===== src/hdl/bgpfsm_pkg.sv =====
// bgpfsm_pkg: event, state and message codes and shared types for the bgp peer session fsm
package bgpfsm_pkg;

	// field widths
	localparam int CmdW    = 4;
	localparam int StateW  = 3;
	localparam int SendW   = 2;
	localparam int CodeW   = 8;
	localparam int AsW     = 16;
	localparam int HoldW   = 16;
	localparam int RidW    = 32;
	localparam int MarkW   = 64;
	localparam int ByteW   = 8;
	localparam int CfgIdxW = 2;
	localparam int CfgDatW = 32;

	// event codes
	localparam logic [CmdW-1:0] CMD_START     = 4'd0;
	localparam logic [CmdW-1:0] CMD_STOP      = 4'd1;
	localparam logic [CmdW-1:0] CMD_TCP_UP    = 4'd2;
	localparam logic [CmdW-1:0] CMD_TCP_CLOSE = 4'd3;
	localparam logic [CmdW-1:0] CMD_TCP_FATAL = 4'd4;
	localparam logic [CmdW-1:0] CMD_TCP_FAIL  = 4'd5;
	localparam logic [CmdW-1:0] CMD_RETRY_TMO = 4'd6;
	localparam logic [CmdW-1:0] CMD_HOLD_TMO  = 4'd7;
	localparam logic [CmdW-1:0] CMD_KA_TMO    = 4'd8;
	localparam logic [CmdW-1:0] CMD_OPEN_RX   = 4'd9;
	localparam logic [CmdW-1:0] CMD_KA_RX     = 4'd10;
	localparam logic [CmdW-1:0] CMD_UPDATE_RX = 4'd11;
	localparam logic [CmdW-1:0] CMD_NOTIF_RX  = 4'd12;

	// session states
	localparam logic [StateW-1:0] ST_IDLE        = 3'd0;
	localparam logic [StateW-1:0] ST_CONNECT     = 3'd1;
	localparam logic [StateW-1:0] ST_ACTIVE      = 3'd2;
	localparam logic [StateW-1:0] ST_OPENSENT    = 3'd3;
	localparam logic [StateW-1:0] ST_OPENCONFIRM = 3'd4;
	localparam logic [StateW-1:0] ST_ESTAB       = 3'd5;

	// message kinds to send
	localparam logic [SendW-1:0] SEND_NONE   = 2'd0;
	localparam logic [SendW-1:0] SEND_OPEN   = 2'd1;
	localparam logic [SendW-1:0] SEND_KEEP   = 2'd2;
	localparam logic [SendW-1:0] SEND_NOTIFY = 2'd3;

	// notification error codes
	localparam logic [CodeW-1:0] NOTIF_NONE     = 8'd0;
	localparam logic [CodeW-1:0] NOTIF_OPEN_ERR = 8'd2;
	localparam logic [CodeW-1:0] NOTIF_HOLD_EXP = 8'd4;

	// open message checks
	localparam logic [ByteW-1:0] MSG_TYPE_OPEN = 8'd1;
	localparam logic [ByteW-1:0] BGP_VERSION   = 8'd4;

	// configuration register indexes
	localparam logic [CfgIdxW-1:0] CFG_LOCAL_AS  = 2'd0;
	localparam logic [CfgIdxW-1:0] CFG_HOLD_TIME = 2'd1;
	localparam logic [CfgIdxW-1:0] CFG_ROUTER_ID = 2'd2;

	// registered event: command plus the precomputed open check
	typedef struct packed {
		logic [CmdW-1:0] cmd;
		logic            open_ok;
	} evt_t;

	// outcome of one transition
	typedef struct packed {
		logic [StateW-1:0] state;
		logic [SendW-1:0]  send;
		logic [CodeW-1:0]  code;
		logic              conn;
	} step_t;

endpackage


===== src/hdl/bgpfsm_if.sv =====
// bgpfsm_if: valid/ready channels for session events and session results

interface bgpfsm_evt_if;
	import bgpfsm_pkg::*;
	logic             valid;
	logic             ready;
	logic [CmdW-1:0]  cmd;
	logic [MarkW-1:0] marker_upper;
	logic [MarkW-1:0] marker_lower;
	logic [ByteW-1:0] rx_msg_type;
	logic [ByteW-1:0] rx_version;
	logic [HoldW-1:0] rx_hold_time;

	modport source (output valid, cmd, marker_upper, marker_lower, rx_msg_type, rx_version,
		rx_hold_time, input ready);
	modport sink (input valid, cmd, marker_upper, marker_lower, rx_msg_type, rx_version,
		rx_hold_time, output ready);
endinterface

interface bgpfsm_res_if;
	import bgpfsm_pkg::*;
	logic              valid;
	logic              ready;
	logic [StateW-1:0] new_state;
	logic [SendW-1:0]  send_kind;
	logic [CodeW-1:0]  notify_code;
	logic [AsW-1:0]    open_as_number;
	logic [HoldW-1:0]  open_hold_time;
	logic [RidW-1:0]   open_router_id;
	logic              connect_request;

	modport source (output valid, new_state, send_kind, notify_code, open_as_number,
		open_hold_time, open_router_id, connect_request, input ready);
	modport sink (input valid, new_state, send_kind, notify_code, open_as_number,
		open_hold_time, open_router_id, connect_request, output ready);
endinterface


===== src/hdl/bgpfsm_event_reg.sv =====
// bgpfsm_event_reg: input register stage, keeps the command and the open message check
module bgpfsm_event_reg import bgpfsm_pkg::*; (
	input  logic       clk,
	input  logic       arst_n,
	bgpfsm_evt_if.sink evt,
	input  logic       adv,
	output logic       vld_s1,
	output evt_t       evt_s1
);

	logic open_ok;

	// valid open: all-ones marker, type open, version 4, nonzero hold time
	assign open_ok = (&evt.marker_upper) && (&evt.marker_lower) &&
		(evt.rx_msg_type == MSG_TYPE_OPEN) && (evt.rx_version == BGP_VERSION) &&
		(|evt.rx_hold_time);

	// stage is free when empty or when its request moves on this cycle
	assign evt.ready = !vld_s1 || adv;

	// stage valid
	always_ff @(posedge clk or negedge arst_n) begin
		if (!arst_n) begin
			vld_s1 <= 1'b0;
		end else if (evt.ready) begin
			vld_s1 <= evt.valid;
		end
	end

	// stage payload
	always_ff @(posedge clk) begin
		if (evt.valid && evt.ready) begin
			evt_s1.cmd     <= evt.cmd;
			evt_s1.open_ok <= open_ok;
		end
	end

endmodule


===== src/hdl/bgpfsm_next.sv =====
// bgpfsm_next: session transition logic, next state and message for one event
module bgpfsm_next import bgpfsm_pkg::*; (
	input  logic [StateW-1:0] state,
	input  evt_t              evt,
	output step_t             step
);

	logic in_sync;
	logic in_conn;

	assign in_sync = (state == ST_OPENCONFIRM) || (state == ST_ESTAB);
	assign in_conn = (state == ST_CONNECT) || (state == ST_ACTIVE);

	// transition table
	always_comb begin
		step.state = state;
		step.send  = SEND_NONE;
		step.code  = NOTIF_NONE;
		step.conn  = 1'b0;
		unique case (evt.cmd)
			CMD_START: begin
				if (state == ST_IDLE) step.state = ST_CONNECT;
				step.conn = 1'b1;
			end
			CMD_STOP, CMD_TCP_FATAL, CMD_NOTIF_RX: begin
				step.state = ST_IDLE;
			end
			CMD_TCP_UP: begin
				if (in_conn) begin
					step.send  = SEND_OPEN;
					step.state = ST_OPENSENT;
				end else begin
					step.state = ST_IDLE;
				end
			end
			CMD_TCP_CLOSE: begin
				step.state = (state == ST_OPENSENT) ? ST_ACTIVE : ST_IDLE;
			end
			CMD_TCP_FAIL: begin
				step.state = in_conn ? ST_ACTIVE : ST_IDLE;
			end
			CMD_RETRY_TMO: begin
				step.state = (state == ST_ACTIVE) ? ST_CONNECT : ST_IDLE;
			end
			CMD_HOLD_TMO: begin
				if (in_sync) begin
					step.send = SEND_NOTIFY;
					step.code = NOTIF_HOLD_EXP;
				end
				step.state = ST_IDLE;
			end
			CMD_KA_TMO: begin
				if (in_sync) step.send = SEND_KEEP;
				else step.state = ST_IDLE;
			end
			CMD_OPEN_RX: begin
				if (state == ST_OPENSENT && evt.open_ok) begin
					step.send  = SEND_KEEP;
					step.state = ST_OPENCONFIRM;
				end else if (state == ST_OPENSENT) begin
					step.send  = SEND_NOTIFY;
					step.code  = NOTIF_OPEN_ERR;
					step.state = ST_IDLE;
				end else begin
					step.state = ST_IDLE;
				end
			end
			CMD_KA_RX: begin
				step.state = in_sync ? ST_ESTAB : ST_IDLE;
			end
			CMD_UPDATE_RX: begin
				step.state = (state == ST_ESTAB) ? ST_ESTAB : ST_IDLE;
			end
			// unknown event codes keep everything as is
			default: begin
				step.state = state;
			end
		endcase
	end

endmodule


===== src/hdl/bgp_peer_session_fsm_top.sv =====
// bgp_peer_session_fsm_top: bgp peer session state machine with config registers
//
//  channel | dir | handshake   | payload
//  evt     | in  | valid/ready | cmd, marker_upper/lower, rx_msg_type, rx_version, rx_hold_time
//  res     | out | valid/ready | new_state, send_kind, notify_code, open_*, connect_request
//  cfg     | in  | cfg_we      | cfg_idx, cfg_wdata
//
// Each request passes an input register and a result register, one request per cycle
// sustained while res.ready holds, set by the single session state register update.
// Reset clears the session state to idle and all config registers to zero.
// A stalled result keeps its register; the input register still takes one more request.
module bgp_peer_session_fsm_top import bgpfsm_pkg::*; (
	input  logic               clk,
	input  logic               arst_n,
	bgpfsm_evt_if.sink         evt,
	bgpfsm_res_if.source       res,
	input  logic               cfg_we,
	input  logic [CfgIdxW-1:0] cfg_idx,
	input  logic [CfgDatW-1:0] cfg_wdata
);

	logic              vld_s1;
	evt_t              evt_s1;
	logic              adv;
	step_t             nxt;
	logic [StateW-1:0] state_q;
	logic [AsW-1:0]    local_as_q;
	logic [HoldW-1:0]  hold_time_q;
	logic [RidW-1:0]   router_id_q;
	logic              res_vld_q;
	logic              is_open;

	// input register
	bgpfsm_event_reg u_event_reg (
		.clk    (clk),
		.arst_n (arst_n),
		.evt    (evt),
		.adv    (adv),
		.vld_s1 (vld_s1),
		.evt_s1 (evt_s1)
	);

	// transition logic
	bgpfsm_next u_next (
		.state (state_q),
		.evt   (evt_s1),
		.step  (nxt)
	);

	// request moves into the result register when that register is free
	assign adv     = vld_s1 && (!res_vld_q || res.ready);
	assign is_open = (nxt.send == SEND_OPEN);

	// config registers
	always_ff @(posedge clk or negedge arst_n) begin
		if (!arst_n) begin
			local_as_q  <= '0;
			hold_time_q <= '0;
			router_id_q <= '0;
		end else if (cfg_we) begin
			unique case (cfg_idx)
				CFG_LOCAL_AS:  local_as_q  <= cfg_wdata[AsW-1:0];
				CFG_HOLD_TIME: hold_time_q <= cfg_wdata[HoldW-1:0];
				CFG_ROUTER_ID: router_id_q <= cfg_wdata[RidW-1:0];
				default:       local_as_q  <= local_as_q;
			endcase
		end
	end

	// session state and result valid
	always_ff @(posedge clk or negedge arst_n) begin
		if (!arst_n) begin
			state_q   <= ST_IDLE;
			res_vld_q <= 1'b0;
		end else begin
			if (adv) state_q <= nxt.state;
			if (adv) res_vld_q <= 1'b1;
			else if (res.ready) res_vld_q <= 1'b0;
		end
	end

	// result payload
	always_ff @(posedge clk) begin
		if (adv) begin
			res.new_state       <= nxt.state;
			res.send_kind       <= nxt.send;
			res.notify_code     <= nxt.code;
			res.connect_request <= nxt.conn;
			res.open_as_number  <= is_open ? local_as_q  : '0;
			res.open_hold_time  <= is_open ? hold_time_q : '0;
			res.open_router_id  <= is_open ? router_id_q : '0;
		end
	end

	assign res.valid = res_vld_q;

	// a sent open always leaves the session in opensent
	a_open_state: assert property (@(posedge clk) disable iff (!arst_n)
		adv && nxt.send == SEND_OPEN |=> res.new_state == ST_OPENSENT)
		else $error("open sent outside opensent");

	// a notification always drops the session to idle with a nonzero code
	a_notify_idle: assert property (@(posedge clk) disable iff (!arst_n)
		res.valid && res.send_kind == SEND_NOTIFY |->
		res.new_state == ST_IDLE && res.notify_code != NOTIF_NONE)
		else $error("notification without idle or code");

	// session state only moves when a request advances
	a_state_hold: assert property (@(posedge clk) disable iff (!arst_n)
		!adv |=> $stable(state_q))
		else $error("session state changed without a request");

	// the result register shows the state it just stored
	a_state_match: assert property (@(posedge clk) disable iff (!arst_n)
		adv |=> res.valid && res.new_state == state_q)
		else $error("result state differs from session state");

endmodule


===== src/flat_wrapper.sv =====
// flat-port wrapper written by rule: the top's interface ports become plain ports
module bgp_peer_session_fsm_top_flat import bgpfsm_pkg::*;
  (clk, arst_n, cfg_we, cfg_idx, cfg_wdata, evt_valid, evt_cmd, evt_marker_upper, evt_marker_lower, evt_rx_msg_type, evt_rx_version, evt_rx_hold_time, evt_ready, res_valid, res_new_state, res_send_kind, res_notify_code, res_open_as_number, res_open_hold_time, res_open_router_id, res_connect_request, res_ready);
  bgpfsm_evt_if evt_i ();
  bgpfsm_res_if res_i ();
  input  logic clk;
  input  logic arst_n;
  input  logic cfg_we;
  input  logic [CfgIdxW-1:0] cfg_idx;
  input  logic [CfgDatW-1:0] cfg_wdata;
  input wire logic [$bits(evt_i.valid)-1:0] evt_valid;
  input wire logic [$bits(evt_i.cmd)-1:0] evt_cmd;
  input wire logic [$bits(evt_i.marker_upper)-1:0] evt_marker_upper;
  input wire logic [$bits(evt_i.marker_lower)-1:0] evt_marker_lower;
  input wire logic [$bits(evt_i.rx_msg_type)-1:0] evt_rx_msg_type;
  input wire logic [$bits(evt_i.rx_version)-1:0] evt_rx_version;
  input wire logic [$bits(evt_i.rx_hold_time)-1:0] evt_rx_hold_time;
  output wire logic [$bits(evt_i.ready)-1:0] evt_ready;
  output wire logic [$bits(res_i.valid)-1:0] res_valid;
  output wire logic [$bits(res_i.new_state)-1:0] res_new_state;
  output wire logic [$bits(res_i.send_kind)-1:0] res_send_kind;
  output wire logic [$bits(res_i.notify_code)-1:0] res_notify_code;
  output wire logic [$bits(res_i.open_as_number)-1:0] res_open_as_number;
  output wire logic [$bits(res_i.open_hold_time)-1:0] res_open_hold_time;
  output wire logic [$bits(res_i.open_router_id)-1:0] res_open_router_id;
  output wire logic [$bits(res_i.connect_request)-1:0] res_connect_request;
  input wire logic [$bits(res_i.ready)-1:0] res_ready;
  assign evt_i.valid = evt_valid;
  assign evt_i.cmd = evt_cmd;
  assign evt_i.marker_upper = evt_marker_upper;
  assign evt_i.marker_lower = evt_marker_lower;
  assign evt_i.rx_msg_type = evt_rx_msg_type;
  assign evt_i.rx_version = evt_rx_version;
  assign evt_i.rx_hold_time = evt_rx_hold_time;
  assign evt_ready = evt_i.ready;
  assign res_valid = res_i.valid;
  assign res_new_state = res_i.new_state;
  assign res_send_kind = res_i.send_kind;
  assign res_notify_code = res_i.notify_code;
  assign res_open_as_number = res_i.open_as_number;
  assign res_open_hold_time = res_i.open_hold_time;
  assign res_open_router_id = res_i.open_router_id;
  assign res_connect_request = res_i.connect_request;
  assign res_i.ready = res_ready;
  bgp_peer_session_fsm_top u_core (.clk(clk), .arst_n(arst_n), .evt(evt_i), .res(res_i), .cfg_we(cfg_we), .cfg_idx(cfg_idx), .cfg_wdata(cfg_wdata));
endmodule

===== config.mk =====
export PLATFORM = sky130hd
export DESIGN_NAME = bgp_peer_session_fsm_top_flat
export DESIGN_NICKNAME = d
export VERILOG_FILES = /design/src/hdl/bgpfsm_pkg.sv /design/src/hdl/bgpfsm_if.sv /design/src/hdl/bgpfsm_event_reg.sv /design/src/hdl/bgpfsm_next.sv /design/src/hdl/bgp_peer_session_fsm_top.sv /design/src/flat_wrapper.sv
export SDC_FILE = /design/constraint.sdc
export NUM_CORES = 1
export LEC_CHECK = 0
export ABC_AREA = 0
export BUFFER_PORTS_ARGS = -buffer_cell sky130_fd_sc_hd__buf_4
export CAP_MARGIN = 20
export CORE_UTILIZATION = 47
export CTS_CLUSTER_DIAMETER = 60
export DETAILED_ROUTE_END_ITERATION = 8
export PLACE_DENSITY = 0.81
export SYNTH_ARGS = -nofsm -noshare
export SYNTH_HDL_FRONTEND = slang
export SYNTH_SLANG_ARGS = --single-unit

===== constraint.sdc =====
create_clock -name clk -period 3.05 [get_ports clk]
set_input_delay 0 -clock clk [delete_from_list [all_inputs] [get_ports clk]]
set_output_delay 0 -clock clk [all_outputs]
set_load 0.05 [all_outputs]

==> run_results.csv <==
group,metric,value,unit
synth,yosysTopAreaCell,"edfxtp_1",
final_layout,area_delta_synth_final,53.78,%
clocking,clk_latency,410,ps
placement,place_area,8247,µm²
synth,avgSynthCellArea,14.66,µm²
synth,async_flop_share,0.4726,
final_layout,diodes,0,
clocking,cts_buffers,17,
setup_path,endpoint_kind,"flop",
placement,dp_slack,1115,ps
sta,postLayoutSetupSlackWorst,821.3,ps
clocking,cts_setup_buffers,0,
routing,vias,4736,
routing,ant_nets,0,
synth,synth.area.top_cells,"edfxtp_1 38%, dfrtp_1 29%, mux2_2 12%, and2_1 6.7%, nand4_1 3.4%",
grt,grt_pass1_wl,27440,µm
pwr,p_total,0.005403,W
synth,syn-cell-area,6026,µm²
clocking,h-tree-depth,4,
setup_path,cp.required,3270,ps
sta,maxSlewHeadroom,0.3715,
sta,finalMaxSlewViolations,0,
synth,synthCells,411,
sta,setup_viol,0,
clocking,clockRootBuffer,"clkbuf_16",
clocking,clk_pin_slew,60,ps
sta,layout_min_cycle_time,2229,ps
clocking,post_cts_resized,0,
sta,setup_tns,0,ps
final_layout,design_area,9266,µm²
pwr,peakVddDrop,318.5,µV
routing,dr.first_iter.drc_count,325,
grt,grt_max_degree,70,
final_layout,nets,942,
placement,io_buffers,276,
setup_path,setup.worst_path.class,"input pin to flop",
grt,grt_pass1_vias,4832,
floorplanning,core,12260,µm²
sta,worst_pin_slew,939.9,ps
floorplanning,std_cell_rows,40,
grt,antenna_found_initial,1,
sta,rsz0062_at_grt,"no",
placement,hpwlAfterDp,13810,µm
routing,wl_per_cell,20.17,µm
final_layout,post-route-util,0.7557,
clocking,clock-sinks,146,
synth,netlist-cell-type-count,40,
grt,global_route.overflow_total,0,
routing,drc,0,
hold_path,hold_class,"input pin to flop",
final_layout,fillers,792,
setup_path,arrival,2450,ps
setup_path,worstPathMaxFanout,1,
sta,fmax,448.7,MHz
run,drv_cap,0,
synth,ys_warn_count,0,
pwr,power_density,583.1,nW/µm²
placement,gp_congestion,1.019,
clocking,clockBufferDepth,2,
synth,ys_ff_latch,146,
synth,synth_top_flop_cell,"edfxtp_1",
setup_path,crit_path_start_kind,"input pin",
floorplanning,io-pin-count,283,
floorplanning,die_x,115.2,µm
pwr,leakage,4.045,nW
synth,yosysTopAreaCellShare,0.3837,
routing,via_per_inst,5.148,
sta,fin_worst_skew,8.012,ps
floorplanning,die-height,115.2,µm
clocking,cts_tree,"yes",
routing,first_pass_iters,5,
sta,finalCritPeriodShare,0.7307,
routing,routed_wl,18560,µm
synth,synth-edff-count,77,
final_layout,drive_gt1_frac,0.5080,
outcome,status,"finished, final reports clean",
floorplanning,die-area,13280,µm²
floorplanning,start_util,0.4914,
sta,hold_violations,0,
synth,yosysSeqAreaShare,0.6703,
grt,grt_usage,0.2925,
metrics by stage:
step / instances / hold WS, ps
after floorplan: 416 / -295.6
after global placement: 843 / 155.7
after detailed placement: 843 / 174.8
after CTS: 920 / 61.62
after global routing: 920 / 76.51
final: 920 / 72.82
cell families after synthesis:
group	Yosys count	synth area share
other	1	0.0006223
AO/OA/AOI/OAI	17	0.01952
XOR/XNOR	1	0.001454
flip-flops	146	0.6703
multiplexers	65	0.1215
AND/OR/NAND/NOR	155	0.1605
buffers and inverters	26	0.02616
power breakdown:
part	internal [W]	switching, W	leakage (nW)	total, W
sequential	0.00233	0.000120	1.59	0.00245
combinational	0.000452	0.000517	2.19	0.000970
clock	0.00120	0.000778	0.271	0.00198
total	0.00399	0.00142	4.05	0.00540
metal layers:
metal,vias to the layer above,routed length (µm),track usage
li1,2182,-,-
met1,2328,7486,0.3620
met2,211,9727,0.5229
met3,13,1159,0.06378
met4,2,164,0.06926
met5,-,17,0
cells in the mapped netlist (2+ instances only):
cell / count
edfxtp_1: 77
dfrtp_1: 69
and2_1: 65
mux2_2: 65
nand4_1: 33
nor4_1: 17
nand2_1: 10
clkbuf_1: 8
nand2b_1: 8
buf_4: 7
nor2_1: 5
a21oi_1: 4
buf_6: 4
nand3b_1: 4
o21ai_0: 4
buf_2: 3
inv_1: 3
nand4b_1: 2
nor3_1: 2
worst max-delay path, stage by stage:
cell	delay, ps
dlygate4sd3_1	540
buf_4	130
nor4_1	250
dlygate4sd3_1	590
nand4_1	90
dlygate4sd3_1	570
nor4_1	270
path summary, 6_finish.rpt:
kind,from,end,slack [ps],depth (start not counted)
min in group asynchronous,arst_n,u_core.router_id_q[18],270,2
max reg2reg,u_core.u_event_reg.evt_s1[1],u_core.res.open_hold_time[6],1100,4
max,evt_rx_version[3],u_core.u_event_reg.evt_s1[0],820,7
max in group asynchronous,arst_n,u_core.local_as_q[1],2190,2
min,evt_marker_upper[11],u_core.u_event_reg.evt_s1[0],70,5
min reg2reg,u_core.local_as_q[15],u_core.local_as_q[15],500,1
state kept, by name (all words and copies together) (netlist names):
| name | flops |
|---|---|
| u_core.state_q | 3 |
| u_core.res.open_hold_time | 16 |
| u_core.hold_time_q | 16 |
| u_core.res.open_as_number | 16 |
| u_core.u_event_reg.vld_s1 | 1 |
| u_core.local_as_q | 16 |
| u_core.res.new_state | 3 |
| u_core.res.valid | 1 |
| u_core.res.open_router_id | 32 |
| u_core.u_event_reg.evt_s1 | 5 |
| u_core.router_id_q | 32 |
| u_core.res.send_kind | 2 |
| u_core.res.notify_code | 2 |
| u_core.res.connect_request | 1 |
placed cells by master, fill, tap and decap left out, types with 6 or more instances in the layout:
master | netlist | routed
edfxtp_1 | 77 | 77
conb_1 | 1 | 6
buf_4 | 7 | 281
nand4_1 | 33 | 33
nand2_1 | 10 | 10
mux2_2 | 65 | 65
and2_1 | 65 | 65
dfrtp_1 | 69 | 69
clkbuf_16 | 0 | 17
nand2b_1 | 8 | 8
dlygate4sd3_1 | 0 | 45
nor4_1 | 17 | 17
layout make-up:
| cell class | count | area (µm²) | share of cell area |
|---|---|---|---|
| multi-input combinational | 244 | 1857 | 0.2004 |
| clock buffer | 19 | 432.9 | 0.04672 |
| inverter | 3 | 11.26 | 0.001215 |
| sequential | 146 | 4039 | 0.4359 |
| timing repair buffer | 327 | 2580 | 0.2784 |
| clock inverter | 13 | 136.4 | 0.01472 |
| tap | 168 | 210.2 | 0.02268 |
timing repair:
item / CTS / global route
endpoints found under the setup margin: 0 / 0
hold buffers: 45 / 0
endpoints found under the hold margin: 140 / 0
Note: power is estimated with default switching activity, not from simulation.
